===== config.mk =====
export PLATFORM = sky130hd
export DESIGN_NAME = software_managed_tlb_unit
export DESIGN_NICKNAME = d
export VERILOG_FILES = /design/src/hw/rtl/smtlb_pkg.sv /design/src/hw/rtl/smtlb_ram.sv /design/src/hw/rtl/smtlb_ctrl.sv /design/src/hw/rtl/smtlb_dp.sv /design/src/hw/rtl/software_managed_tlb_unit.sv
export SDC_FILE = /design/constraint.sdc
export NUM_CORES = 2
export LEC_CHECK = 0
export ABC_AREA = 1
export BUFFER_PORTS_ARGS = -buffer_cell sky130_fd_sc_hd__buf_4
export CAP_MARGIN = 20
export CELL_PAD_IN_SITES_DETAIL_PLACEMENT = 0
export CELL_PAD_IN_SITES_GLOBAL_PLACEMENT = 1
export CORE_MARGIN = 2
export CORE_UTILIZATION = 50
export DETAILED_ROUTE_END_ITERATION = 10
export PLACE_DENSITY_LB_ADDON = 0.1
export SYNTH_ARGS = -nofsm -noshare
export SYNTH_HDL_FRONTEND = slang
export SYNTH_SLANG_ARGS = --single-unit
export TNS_END_PERCENT = 50

===== constraint.sdc =====
create_clock -name clk -period 10.93 [get_ports clk]
set_clock_uncertainty 0.2 [all_clocks]
set_input_delay 2.186 -clock clk [delete_from_list [all_inputs] [get_ports clk]]
set_output_delay 2.186 -clock clk [all_outputs]
set_load 0.05 [all_outputs]

===== src/hw/rtl/smtlb_pkg.sv =====
// Shared types, codes and field helpers for the software-managed TLB unit.
package smtlb_pkg;

	// Default number of TLB slots.
	localparam int ENTRY_COUNT_DEF = 16;

	// Width of the Index, EntryHi, EntryLo and PageMask words.
	localparam int WORD_W = 32;

	// Index reduction works on one hex digit of the Index word per cycle.
	localparam int RED_DIGIT_W = 4;
	localparam int RED_STEPS   = WORD_W / RED_DIGIT_W;
	localparam int RED_CNT_W   = $clog2(RED_STEPS);

	// Field positions in the EntryHi word.
	localparam int VPN2_LSB = 13;
	localparam int VPN2_W   = WORD_W - VPN2_LSB;
	localparam int ASID_W   = 8;

	// Field widths in the EntryLo word.
	localparam int PFN_W   = 26;
	localparam int CACHE_W = 3;

	// Bit set in Index when a probe finds nothing.
	localparam logic [WORD_W-1:0] MISS_BIT = 32'h8000_0000;

	// TLB instruction codes.
	typedef enum logic [1:0] {
		OP_WRITE_INDEXED = 2'd0,
		OP_WRITE_RANDOM  = 2'd1,
		OP_PROBE         = 2'd2,
		OP_READ          = 2'd3
	} op_t;

	// Controller states.
	typedef enum logic [2:0] {
		ST_IDLE,
		ST_REDUCE,
		ST_WRITE,
		ST_RD_ISSUE,
		ST_PROBE,
		ST_FINISH
	} state_t;

	// Stored tag: VPN2, ASID and global bit.
	typedef struct packed {
		logic [VPN2_W-1:0] vpn2;
		logic [ASID_W-1:0] asid;
		logic              g;
	} tag_t;

	// Stored half of an entry: PFN, cache attribute, dirty and valid.
	typedef struct packed {
		logic [PFN_W-1:0]   pfn;
		logic [CACHE_W-1:0] c;
		logic               d;
		logic               v;
	} page_t;

	// One complete TLB entry as held in the store.
	typedef struct packed {
		tag_t              tag;
		logic [WORD_W-1:0] mask;
		page_t             even;
		page_t             odd;
	} entry_t;

	// Commands from the controller to the datapath.
	typedef struct packed {
		logic capture;
		logic red_step;
		logic wr_en;
		logic rd_issue;
		logic probe_step;
		logic finish;
	} cmd_t;

	// Status from the datapath to the controller.
	typedef struct packed {
		op_t  op;
		logic red_last;
		logic probe_done;
		logic out_free;
	} status_t;

	// Split an EntryLo word into the stored page fields.
	function automatic page_t pack_page(input logic [WORD_W-1:0] lo);
		page_t p;
		p.v   = lo[1];
		p.d   = lo[2];
		p.c   = lo[5:3];
		p.pfn = lo[31:6];
		return p;
	endfunction

	// Rebuild an EntryLo word from the stored page fields and the global bit.
	function automatic logic [WORD_W-1:0] unpack_page(input page_t p, input logic g);
		return {p.pfn, p.c, p.d, p.v, g};
	endfunction

endpackage


===== src/hw/rtl/smtlb_ram.sv =====
// Generic single-write, single-read RAM with a registered read port.
module smtlb_ram #(
	parameter int WIDTH = 8,
	parameter int DEPTH = 16
) (
	input  logic                     clk,
	input  logic                     wr_en,
	input  logic [$clog2(DEPTH)-1:0] wr_addr,
	input  logic [WIDTH-1:0]         wr_data,
	input  logic                     rd_en,
	input  logic [$clog2(DEPTH)-1:0] rd_addr,
	output logic [WIDTH-1:0]         rd_data
);

	logic [WIDTH-1:0] mem [DEPTH];

	// Write port.
	always_ff @(posedge clk) begin
		if (wr_en) begin
			mem[wr_addr] <= wr_data;
		end
	end

	// Registered read port; the data holds until the next read.
	always_ff @(posedge clk) begin
		if (rd_en) begin
			rd_data <= mem[rd_addr];
		end
	end

endmodule


===== src/hw/rtl/smtlb_ctrl.sv =====
// Controller state machine that sequences each TLB instruction.
module smtlb_ctrl (
	input  logic                clk,
	input  logic                arst_n,
	input  logic                in_valid,
	input  logic [1:0]          opcode,
	input  smtlb_pkg::status_t  sts,
	output logic                in_stall,
	output smtlb_pkg::cmd_t     cmd
);

	smtlb_pkg::state_t state_q;
	smtlb_pkg::state_t state_d;

	// State register.
	always_ff @(posedge clk or negedge arst_n) begin
		if (!arst_n) begin
			state_q <= smtlb_pkg::ST_IDLE;
		end else begin
			state_q <= state_d;
		end
	end

	// Next state.
	always_comb begin
		state_d = state_q;
		unique case (state_q)
			smtlb_pkg::ST_IDLE: begin
				if (in_valid) begin
					if (smtlb_pkg::op_t'(opcode) == smtlb_pkg::OP_PROBE) begin
						state_d = smtlb_pkg::ST_PROBE;
					end else begin
						state_d = smtlb_pkg::ST_REDUCE;
					end
				end
			end
			smtlb_pkg::ST_REDUCE: begin
				if (sts.red_last) begin
					if (sts.op == smtlb_pkg::OP_READ) begin
						state_d = smtlb_pkg::ST_RD_ISSUE;
					end else begin
						state_d = smtlb_pkg::ST_WRITE;
					end
				end
			end
			smtlb_pkg::ST_WRITE: begin
				state_d = smtlb_pkg::ST_IDLE;
			end
			smtlb_pkg::ST_RD_ISSUE: begin
				state_d = smtlb_pkg::ST_FINISH;
			end
			smtlb_pkg::ST_PROBE: begin
				if (sts.probe_done) begin
					state_d = smtlb_pkg::ST_FINISH;
				end
			end
			smtlb_pkg::ST_FINISH: begin
				if (sts.out_free) begin
					state_d = smtlb_pkg::ST_IDLE;
				end
			end
			default: begin
				state_d = smtlb_pkg::ST_IDLE;
			end
		endcase
	end

	// Commands for the datapath.
	always_comb begin
		cmd      = '0;
		in_stall = 1'b1;
		unique case (state_q)
			smtlb_pkg::ST_IDLE: begin
				in_stall    = 1'b0;
				cmd.capture = in_valid;
			end
			smtlb_pkg::ST_REDUCE: begin
				cmd.red_step = 1'b1;
			end
			smtlb_pkg::ST_WRITE: begin
				cmd.wr_en = 1'b1;
			end
			smtlb_pkg::ST_RD_ISSUE: begin
				cmd.rd_issue = 1'b1;
			end
			smtlb_pkg::ST_PROBE: begin
				cmd.probe_step = 1'b1;
			end
			smtlb_pkg::ST_FINISH: begin
				cmd.finish = sts.out_free;
			end
			default: begin
				cmd = '0;
			end
		endcase
	end

endmodule


===== src/hw/rtl/smtlb_dp.sv =====
// Datapath: entry store, slot reduction, probe scan and output word register.
module smtlb_dp #(
	parameter int ENTRY_COUNT = smtlb_pkg::ENTRY_COUNT_DEF
) (
	input  logic                clk,
	input  logic                arst_n,
	input  smtlb_pkg::cmd_t     cmd,
	output smtlb_pkg::status_t  sts,
	input  logic [1:0]          opcode,
	input  logic [31:0]         entry_hi,
	input  logic [31:0]         entry_lo_even,
	input  logic [31:0]         entry_lo_odd,
	input  logic [31:0]         page_mask_in,
	input  logic [31:0]         index_in,
	input  logic [3:0]          random_slot,
	input  logic                out_stall,
	output logic                out_valid,
	output logic [31:0]         index_out,
	output logic                probe_miss,
	output logic [31:0]         entry_hi_out,
	output logic [31:0]         entry_lo_even_out,
	output logic [31:0]         entry_lo_odd_out,
	output logic [31:0]         page_mask_out
);

	localparam int IW = $clog2(ENTRY_COUNT);
	localparam int TW = IW + 1;
	localparam int EW = $bits(smtlb_pkg::entry_t);
	localparam int DW = smtlb_pkg::RED_DIGIT_W;
	localparam int WW = smtlb_pkg::WORD_W;

	// Captured instruction.
	smtlb_pkg::op_t                   op_q;
	smtlb_pkg::entry_t                new_entry_q;
	logic [WW-1:0]                    idx_q;

	// Slot reduction.
	logic [smtlb_pkg::RED_CNT_W-1:0]  red_cnt_q;
	logic [IW-1:0]                    rem_q;
	logic [IW-1:0]                    rem_d;

	// Probe scan.
	logic [IW-1:0]                    scan_q;
	logic                             issue_done_q;
	logic                             chk_vld_s1;
	logic [IW-1:0]                    chk_slot_s1;
	logic                             chk_match;
	logic                             hit_q;
	logic [IW-1:0]                    hit_slot_q;

	// Store access.
	logic [ENTRY_COUNT-1:0]           valid_q;
	logic                             valid_s1;
	logic                             rd_en;
	logic [IW-1:0]                    rd_addr;
	logic [EW-1:0]                    rd_data;
	smtlb_pkg::entry_t                rd_entry;

	logic                             out_valid_q;
	logic                             out_free;

	// Capture the instruction and pack the entry to be written.
	always_ff @(posedge clk) begin
		if (cmd.capture) begin
			op_q                   <= smtlb_pkg::op_t'(opcode);
			new_entry_q.tag.vpn2   <= entry_hi[WW-1:smtlb_pkg::VPN2_LSB];
			new_entry_q.tag.asid   <= entry_hi[smtlb_pkg::ASID_W-1:0];
			new_entry_q.tag.g      <= entry_lo_even[0] & entry_lo_odd[0];
			new_entry_q.mask       <= page_mask_in;
			new_entry_q.even       <= smtlb_pkg::pack_page(entry_lo_even);
			new_entry_q.odd        <= smtlb_pkg::pack_page(entry_lo_odd);
		end
	end

	// One reduction step folds one hex digit into the running remainder.
	always_comb begin
		logic [TW-1:0] t;
		logic [IW-1:0] r;
		r = rem_q;
		for (int k = DW - 1; k >= 0; k--) begin
			t = {r, idx_q[WW-DW+k]};
			if (t >= TW'(ENTRY_COUNT)) begin
				t = t - TW'(ENTRY_COUNT);
			end
			r = t[IW-1:0];
		end
		rem_d = r;
	end

	// Index word shifts out a digit per step; a probe keeps it whole.
	always_ff @(posedge clk) begin
		if (cmd.capture) begin
			if (smtlb_pkg::op_t'(opcode) == smtlb_pkg::OP_WRITE_RANDOM) begin
				idx_q <= WW'(random_slot);
			end else begin
				idx_q <= index_in;
			end
			rem_q <= '0;
		end else if (cmd.red_step) begin
			idx_q <= {idx_q[WW-DW-1:0], {DW{1'b0}}};
			rem_q <= rem_d;
		end
	end

	always_ff @(posedge clk or negedge arst_n) begin
		if (!arst_n) begin
			red_cnt_q <= '0;
		end else if (cmd.capture) begin
			red_cnt_q <= '0;
		end else if (cmd.red_step) begin
			red_cnt_q <= red_cnt_q + 1'b1;
		end
	end

	// Store read address: the scan slot during a probe, the reduced slot otherwise.
	assign rd_en   = cmd.rd_issue || (cmd.probe_step && !issue_done_q);
	assign rd_addr = cmd.probe_step ? scan_q : rem_q;

	smtlb_ram #(
		.WIDTH (EW),
		.DEPTH (ENTRY_COUNT)
	) u_store (
		.clk     (clk),
		.wr_en   (cmd.wr_en),
		.wr_addr (rem_q),
		.wr_data (new_entry_q),
		.rd_en   (rd_en),
		.rd_addr (rd_addr),
		.rd_data (rd_data)
	);

	// Per-slot written flags; an unwritten slot reads as all zero.
	always_ff @(posedge clk or negedge arst_n) begin
		if (!arst_n) begin
			valid_q  <= '0;
			valid_s1 <= 1'b0;
		end else begin
			if (cmd.wr_en) begin
				valid_q[rem_q] <= 1'b1;
			end
			if (rd_en) begin
				valid_s1 <= valid_q[rd_addr];
			end
		end
	end

	assign rd_entry = valid_s1 ? smtlb_pkg::entry_t'(rd_data) : '0;

	// Compare the entry read in the previous cycle against the probe tag.
	assign chk_match = chk_vld_s1
		&& (rd_entry.tag.vpn2 == new_entry_q.tag.vpn2)
		&& (rd_entry.tag.g || (rd_entry.tag.asid == new_entry_q.tag.asid));

	// Probe scan: issue one slot a cycle and check it in the cycle after.
	always_ff @(posedge clk or negedge arst_n) begin
		if (!arst_n) begin
			scan_q       <= '0;
			issue_done_q <= 1'b0;
			chk_vld_s1   <= 1'b0;
			chk_slot_s1  <= '0;
			hit_q        <= 1'b0;
			hit_slot_q   <= '0;
		end else if (cmd.capture) begin
			scan_q       <= '0;
			issue_done_q <= 1'b0;
			chk_vld_s1   <= 1'b0;
			hit_q        <= 1'b0;
		end else if (cmd.probe_step) begin
			chk_vld_s1  <= !issue_done_q;
			chk_slot_s1 <= scan_q;
			if (!issue_done_q) begin
				if (scan_q == IW'(ENTRY_COUNT - 1)) begin
					issue_done_q <= 1'b1;
				end else begin
					scan_q <= scan_q + 1'b1;
				end
			end
			if (sts.probe_done) begin
				hit_q      <= chk_match;
				hit_slot_q <= chk_slot_s1;
			end
		end
	end

	assign out_free = !out_valid_q || !out_stall;

	// Status for the controller.
	always_comb begin
		sts.op         = op_q;
		sts.red_last   = red_cnt_q == smtlb_pkg::RED_CNT_W'(smtlb_pkg::RED_STEPS - 1);
		sts.probe_done = chk_match || (chk_vld_s1 && chk_slot_s1 == IW'(ENTRY_COUNT - 1));
		sts.out_free   = out_free;
	end

	// Output word valid flag.
	always_ff @(posedge clk or negedge arst_n) begin
		if (!arst_n) begin
			out_valid_q <= 1'b0;
		end else if (cmd.finish) begin
			out_valid_q <= 1'b1;
		end else if (!out_stall) begin
			out_valid_q <= 1'b0;
		end
	end

	// Output word payload, built from the probe result or the entry read.
	always_ff @(posedge clk) begin
		if (cmd.finish) begin
			if (op_q == smtlb_pkg::OP_PROBE) begin
				index_out         <= hit_q ? WW'(hit_slot_q) : (idx_q | smtlb_pkg::MISS_BIT);
				probe_miss        <= !hit_q;
				entry_hi_out      <= '0;
				entry_lo_even_out <= '0;
				entry_lo_odd_out  <= '0;
				page_mask_out     <= '0;
			end else begin
				index_out         <= '0;
				probe_miss        <= 1'b0;
				entry_hi_out      <= {rd_entry.tag.vpn2,
					{(smtlb_pkg::VPN2_LSB - smtlb_pkg::ASID_W){1'b0}}, rd_entry.tag.asid};
				entry_lo_even_out <= smtlb_pkg::unpack_page(rd_entry.even, rd_entry.tag.g);
				entry_lo_odd_out  <= smtlb_pkg::unpack_page(rd_entry.odd, rd_entry.tag.g);
				page_mask_out     <= rd_entry.mask;
			end
		end
	end

	assign out_valid = out_valid_q;

	// A new result is loaded only when the output register is free.
	assert property (@(posedge clk) disable iff (!arst_n)
		cmd.finish |-> (!out_valid_q || !out_stall))
		else $error("result loaded over a word still waiting");

	// The store is never written while it is being read.
	assert property (@(posedge clk) disable iff (!arst_n)
		!(cmd.wr_en && rd_en))
		else $error("store written and read in the same cycle");

	// A word only appears after the controller finished an instruction.
	assert property (@(posedge clk) disable iff (!arst_n)
		$rose(out_valid_q) |-> $past(cmd.finish))
		else $error("output word appeared without a finished instruction");

	// A probe ends by the time the last slot has been checked.
	assert property (@(posedge clk) disable iff (!arst_n)
		(cmd.probe_step && chk_vld_s1 && chk_slot_s1 == IW'(ENTRY_COUNT - 1))
		|-> sts.probe_done)
		else $error("probe ran past the last slot");

endmodule


===== src/hw/rtl/software_managed_tlb_unit.sv =====
// Top level of the software-managed TLB unit: controller plus datapath.
// The unit executes one TLB instruction at a time from a word on the input
// channel and holds ENTRY_COUNT entries, all reading as zero straight after
// reset (per-slot written flags are cleared at once, so there is no clearing
// pass). Writes by Index or Random and reads first reduce the 32-bit Index
// word (for a random write, the random_slot value) modulo ENTRY_COUNT one hex
// digit per cycle; a probe scans the store one slot per cycle through its
// single read port and stops at the first match or after the last slot. A
// read or probe then waits for the output register to be free. Writes produce
// no output word; probes and reads produce exactly one, and a result waiting
// in the output register does not block the next instruction.
module software_managed_tlb_unit #(
	parameter int ENTRY_COUNT = smtlb_pkg::ENTRY_COUNT_DEF
) (
	input  logic        clk,
	input  logic        arst_n,
	input  logic        in_valid,
	output logic        in_stall,
	input  logic [1:0]  opcode,
	input  logic [31:0] entry_hi,
	input  logic [31:0] entry_lo_even,
	input  logic [31:0] entry_lo_odd,
	input  logic [31:0] page_mask_in,
	input  logic [31:0] index_in,
	input  logic [3:0]  random_slot,
	output logic        out_valid,
	input  logic        out_stall,
	output logic [31:0] index_out,
	output logic        probe_miss,
	output logic [31:0] entry_hi_out,
	output logic [31:0] entry_lo_even_out,
	output logic [31:0] entry_lo_odd_out,
	output logic [31:0] page_mask_out
);

	smtlb_pkg::cmd_t    cmd;
	smtlb_pkg::status_t sts;

	// Instruction sequencing.
	smtlb_ctrl u_ctrl (
		.clk      (clk),
		.arst_n   (arst_n),
		.in_valid (in_valid),
		.opcode   (opcode),
		.sts      (sts),
		.in_stall (in_stall),
		.cmd      (cmd)
	);

	// Entry store and result datapath.
	smtlb_dp #(
		.ENTRY_COUNT (ENTRY_COUNT)
	) u_dp (
		.clk               (clk),
		.arst_n            (arst_n),
		.cmd               (cmd),
		.sts               (sts),
		.opcode            (opcode),
		.entry_hi          (entry_hi),
		.entry_lo_even     (entry_lo_even),
		.entry_lo_odd      (entry_lo_odd),
		.page_mask_in      (page_mask_in),
		.index_in          (index_in),
		.random_slot       (random_slot),
		.out_stall         (out_stall),
		.out_valid         (out_valid),
		.index_out         (index_out),
		.probe_miss        (probe_miss),
		.entry_hi_out      (entry_hi_out),
		.entry_lo_even_out (entry_lo_even_out),
		.entry_lo_odd_out  (entry_lo_odd_out),
		.page_mask_out     (page_mask_out)
	);

endmodule


Word level (Yosys, flattened, before mapping)
Memory sizes are Yosys's and may differ from the RTL's. A register that Yosys moved wholly into a read port is not among the register bits. Cells that the tools add are included.

Bits in registers: 359. Latch bits: 0. RAM bits: 1952. ROM bits: 0. Input bits: 170. Output and inout port bits: 163. Memories kept: 1.

Memories: u_dp.u_store.mem (depth 16, width 122, rd ports 1, clocked after Yosys merged registers in 1, write ports 1, RTL line smtlb_ram.sv:15) `logic [WIDTH-1:0] mem [DEPTH];`.

$add $sub $neg: 6. Multipliers: 0. Divide/modulo/power cells: 0. $lt $le $gt $ge: 7. Eq/ne operators: 21. Shift-type cells: 0. Multiplexer cells: 47. Bitwise gates (word level): 5. Reduce and logical (&&, ||, !) cells: 24.

Operators by type and width (count): $mux 32 (4); $mux 122 (1); $mux 4 (9); $mux 1 (23); $mux 3 (7); $ge 5x5->1 const B (4); $eq 19x19->1 (1); $or 16x16->16 (1); $sub 4x1->4 const B (4); $pmux 3 s5 (1); $lt 4x5->1 const B (2); $ne 2x2->1 const B (5); $eq 3x3->1 const B (3); $eq 4x4->1 const B (2); $eq 8x8->1 (1); $eq 2x2->1 const B (3); $eq 3x2->1 const B (2); $reduce_and 3->1 (2); $reduce_bool 2->1 (3); $logic_and 1x1->1 (5); $add 4x1->4 const B (1); $bmux 1 s4 (1); $demux 1 s4 (1); $ge 4x1->1 const B (1); other kinds (12) (23).

Longest topological paths before layout
Word-level depth: 8. Mapped depth: 15. Gate-level depth less buffers: 13.

Hierarchy
A second synthesis with hierarchy kept.

Cell total of the unflattened synthesis: 9088. Area, all modules: 100697.8 um^2.

Modules (own cells, without submodules): smtlb_ram (instances 1, cells each 8000, area an instance 87151.1 um^2); smtlb_dp (instances 1, cells each 1042, area an instance 13257.7 um^2); smtlb_ctrl (instances 1, cells each 46, area an instance 289.0 um^2).

Least setup slack after synthesis
No wires, ideal clock.

Path kind: input to register. From: in out_stall. To: reg u_dp.entry_hi_out[0], enable pin. Library setup time: 0.718 ns. Arrival time: 9.608 ns. Data required time: 10.012 ns. Path slack: 0.403 ns. Cell stages on the path: 1. Buffers on the path: 0. Path through: a21oi_1.

Longest elaborated chain between the ends: 3.

RTL lines: start: declaration (RTL line software_managed_tlb_unit.sv:27) `input logic out_stall,`; $logic_not 1->1 (RTL line smtlb_dp.sv:185) `assign out_free = !out_valid_q || !out_stall;`; $logic_or 1x1->1 (RTL line smtlb_dp.sv:185); $mux 1 (RTL line smtlb_ctrl.sv:72) `unique case (state_q)`; end signal: assignment (RTL line smtlb_dp.sv:219) `entry_hi_out <= {rd_entry.tag.vpn2,`; end: declaration (RTL line smtlb_dp.sv:20) `output logic [31:0] entry_hi_out,`.

Every way passes these cells. A chain may end at the register's enable or synchronous reset.

Worst setup path in the final report
From: reg u_ctrl.state_q[0]. To: reg u_dp.u_store.rd_data[74] (read register of u_dp.u_store.mem) (data pin).

Longest elaborated chain between the ends: 4. Elaborated cells between the ends (all ways): 7. Those cells by class: 2 x eq/ne; 3 x mux; 2 x reduce/logical.

RTL lines: start: declaration (RTL line smtlb_ctrl.sv:12) `smtlb_pkg::state_t state_q;`; start signal: assignment (RTL line smtlb_ctrl.sv:18) `state_q <= smtlb_pkg::ST_IDLE;`; start signal: assignment (RTL line smtlb_ctrl.sv:20) `state_q <= state_d;`; $eq 3x3->1 (RTL line smtlb_ctrl.sv:72); $mux 1 (RTL line smtlb_ctrl.sv:72); $logic_and 1x1->1 (RTL line smtlb_dp.sv:116) `assign rd_en = cmd.rd_issue || (cmd.probe_step && !issue_done_q);`; $logic_or 1x1->1 (RTL line smtlb_dp.sv:116); end: declaration (RTL line smtlb_ram.sv:12) `output logic [WIDTH-1:0] rd_data`.

Several ways; a longest one is shown, not always the timed one.

==> Implementation_results.wiki <==
{| class="wikitable"
! Metric !! Value
|-
| Clock net sink count || 2,427
|-
| Maximum clock rate || 188 MHz
|-
| Number of pins exceeding their max-slew limit in the final report || 0
|-
| Maximum capacitance violations || 0
|-
| Setup Total Neg Slack || 0 ns
|-
| Max Fanout on Critical Path || 61
|-
| Class of the tightest hold or removal check || flip-flop to flip-flop
|-
| Post-placement cell area || 0.0992 mm²
|-
| # diodes || 0
|-
| Total I/O pin count || 333
|-
| RePlAce Congestion || 0.761
|-
| Top cell type by total area after synthesis || edfxtp_1
|-
| Most used DFF post-synth || edfxtp_1
|-
| Setup Slack @ Placement || 5.60 ns
|-
| Buffer count from post-CTS setup fixing || 0
|-
| Number of antenna violations at the first check in global routing || 4
|-
| Library cell used as clock root buffer || clkbuf_16
|-
| Post-Synthesis Cells || 6,679
|-
| Final Setup Violations || 0
|-
| Worst-Margin Slew || 1.41 ns
|-
| Critical setup path kind || flip-flop to flip-flop
|-
| Register area || 0.0726 mm²
|-
| Wire length of the first global-routing pass || 348 mm
|-
| Aggregate global routing overflow || 0
|-
| Sequential fraction of the synthesis area || 76.8%
|-
| Share of cell area taken by muxes after synthesis || 0%
|-
| Number of cells after detailed placement || 9,142
|-
| Synth-to-Final Area Change || 12.9%
|-
| Post-route clock period utilization || 48.7%
|-
| Run status || finished with violations
|-
| Vertical die dimension || 439 µm
|-
| Warning count from the yosys run || 0
|-
| Post-Synth XOR/XNOR Area || 0%
|-
| Final HPWL from detailed placement || 108 mm
|-
| DRC violation count after routing || 29
|-
| Clock slew seen by the registers of the worst setup and hold paths || 0.06 ns
|-
| Multi-input logic area || 0.0184 mm²
|-
| Dominant combinational cell family by area after synthesis || compound AO/OA/AOI/OAI gates
|-
| Die Footprint || 0.193 mm²
|-
| Total iterations of the first detailed-routing run || 8
|-
| Number of port buffers || 322
|-
| P_leak || 35.8 nW
|-
| TritonCTS clock tree || built
|-
| Area of the mapped netlist || 0.0945 mm²
|-
| Final net count || 7,064
|-
| Endpoint arrival time on the critical path || 5.84 ns
|-
| Adder and majority gate portion of the synthesized area || 0.0397%
|-
| Total of hold buffers inserted after clock tree synthesis || 0
|-
| Count of cells resized by post-cts repair || 0
|-
| Mean post-synth cell area || 14.2 µm²
|-
| Simple-gate area share of the yosys netlist || 8.52%
|-
| Hold slack || 0.257 ns
|-
| Share of final-layout standard cells stronger than drive strength 1 || 14.2%
|-
| Core area || 0.188 mm²
|-
| Startpoint kind of the worst setup timing path || flip-flop
|-
| Finished Layout Cells || 9,589
|-
| Critical Path Sink Type || flip-flop
|-
| Compound-Gate Fraction of Synth Area || 10.7%
|-
| Die X || 439 µm
|-
| Final Hold Fails || 0
|-
| Proportion of register bits with asynchronous set or reset after synthesis || 1.61%
|-
| Number of CTS-inserted buffers || 241
|-
| Post-route worst setup slack || 5.60 ns
|-
| Power density cells || 280 mW/mm²
|-
| Average via count per standard cell || 5.75
|-
| Post-route minimum period || 5.33 ns
|-
| Number of antenna-violating nets in the routed design || 0
|-
| Violated checks || DRC
|-
| CP Data Required Time || 11.44 ns
|-
| Top-area cell type share of the netlist area || 75.7%
|-
| Via count of the first global-routing pass || 53,100
|-
| Worst voltage drop across the vdd grid || 0.341 mV
|-
| Largest net degree at the start of global routing || 240
|-
| Number of buffers on the longest clock path || 3
|-
| Number of storage elements in the synthesis netlist || 2,427
|-
| Standard-cell row count || 159
|-
| Average wire per cell in the routed design || 24.9 µm
|-
| Routed WL || 239 mm
|-
| Iteration-0 DRC count of the detailed router || 5,192
|-
| Post-synth EDFFs || 2,384
|-
| Number of H-tree branching levels || 4
|-
| Final Instance Area || 0.107 mm²
|-
| Count of filler cells inserted in the layout || 15,000
|-
| Headroom to the max-slew limit || 6.03%
|-
| Clk_lat worst skew || 0.87 ns
|-
| Initial Util || 50.3%
|-
| Via count || 55,200
|-
| Area contributors post-synth || edfxtp_1 (76%), o211ai_1 (7.4%), o21ai_0 (2.9%)
|-
| Number of different library cells in the post-synthesis netlist || 34
|-
| RSZ-0062 raised after global routing || false
|-
| Combined global-route utilization of all metal layers || 24.4%
|}
## synthesized netlist by cell type, types with 8 or more instances
cell,instances
o21ai_1,52
buf_1,43
nand3b_1,8
nand2_1,482
or2_2,238
or2_0,51
o21ai_0,544
a21oi_1,21
o211ai_1,931
inv_1,437
buf_2,129
clkbuf_1,229
clkbuf_2,14
edfxtp_1,2384
dfrtp_1,39
nand3_1,377
buf_4,14
nor2_1,637
buf_6,16
## through the flow
stage / total power [mW] / utilization (%)
finish: 29.9 / 56.8
global route: 31.5 / 56.8
CTS: 30.2 / 56.8
detailed placement: 22.2 / 52.8
global placement: 22.1 / 52.8
floorplan: 19.1 / -
## placed cells by master, fill, tap and decap left out, types with 38 or more instances in the layout
cell type	Yosys	routed
edfxtp_1	2384	2384
o211ai_1	931	931
nor2_1	637	620
o21ai_0	544	544
nand2_1	482	480
inv_1	437	436
buf_4	14	392
nand3_1	377	377
clkbuf_16	0	246
or2_2	238	238
clkinv_1	2	63
clkbuf_1	229	63
or2_0	51	51
o21ai_1	52	50
clkinv_2	0	39
dfrtp_1	39	38
## flip-flops by register name, summed over array words and instances (netlist names), 2 cells and up
signal                  flops
u_dp.u_store.mem         1952
u_dp.new_entry_q          122
u_dp.u_store.rd_data      122
u_dp.entry_lo_odd_out      32
u_dp.idx_q                 32
u_dp.page_mask_out         32
u_dp.entry_lo_even_out     31
u_dp.index_out             31
u_dp.entry_hi_out          27
u_dp.valid_q               16
u_dp.chk_slot_s1            4
u_dp.hit_slot_q             4
u_dp.rem_q                  4
u_dp.scan_q                 4
u_ctrl.state_q              3
u_dp.red_cnt_q              3
u_dp.op_q                   2
## layout make-up
| type | instances | share of cell area [%] |
|---|---|---|
| clock buffers | 310 | 6.00 |
| multi-input cells | 3368 | 17.3 |
| repair buffers | 410 | 3.10 |
| inverters | 443 | 1.60 |
| clock inverters | 136 | 1.07 |
| well taps | 2495 | 2.92 |
| flip-flops and latches | 2427 | 68.0 |
## critical path: stages (launching register included)
cell,delay (ns)
dfrtp_1,0.41
nor2_2,0.18
nand2_4,0.12
inv_4,0.20
nand2_1,0.14
o21ai_4,0.14
buf_4,0.70
buf_4,0.72
buf_4,0.77
buf_4,0.81
o211ai_1,0.19
o211ai_1,0.14
nand3_1,0.14
nand2_1,0.11
## worst paths after layout
path | from | to | slack (ns) | cells after the start
setup / recovery | u_ctrl.state_q[0] | u_dp.u_store.rd_data[74] | 5.60 | 13
hold / removal | u_dp.valid_q[0] | u_dp.valid_q[0] | 0.26 | 2
setup reg to reg | u_ctrl.state_q[0] | u_dp.u_store.rd_data[74] | 5.60 | 13
hold reg to reg | u_dp.valid_q[0] | u_dp.valid_q[0] | 0.26 | 2
max in group asynchronous | arst_n | u_dp.valid_s1 | 9.01 | 1
min in group asynchronous | arst_n | u_dp.hit_slot_q[2] | 1.13 | 1
## kinds of logic (layout without fill, tap and decap cells)
kind of cell               Yosys count  after routing
and+or+nand+nor                   1807           1807
DFF                               2427           2427
adders and majority gates            3              3
AOI/OAI and AO/OA                 1553           1553
buffers and inverters              888           1299
other                                1              5
## power breakdown
group          leakage (nW)  switching, mW  internal (mW)
clock                  3.67           3.43           4.51
combinational          10.0           6.87           2.73
sequential             22.1          0.623           11.7
## routing by layer
layer	up-vias	track usage (%)	wire length, µm
li1	25200	-	-
met1	27900	35.2	105000
met4	0	6.07	4870
met2	1723	39.6	114000
met5	-	0	0
met3	303	3.24	14600
Power figures use the tool's default switching activity.
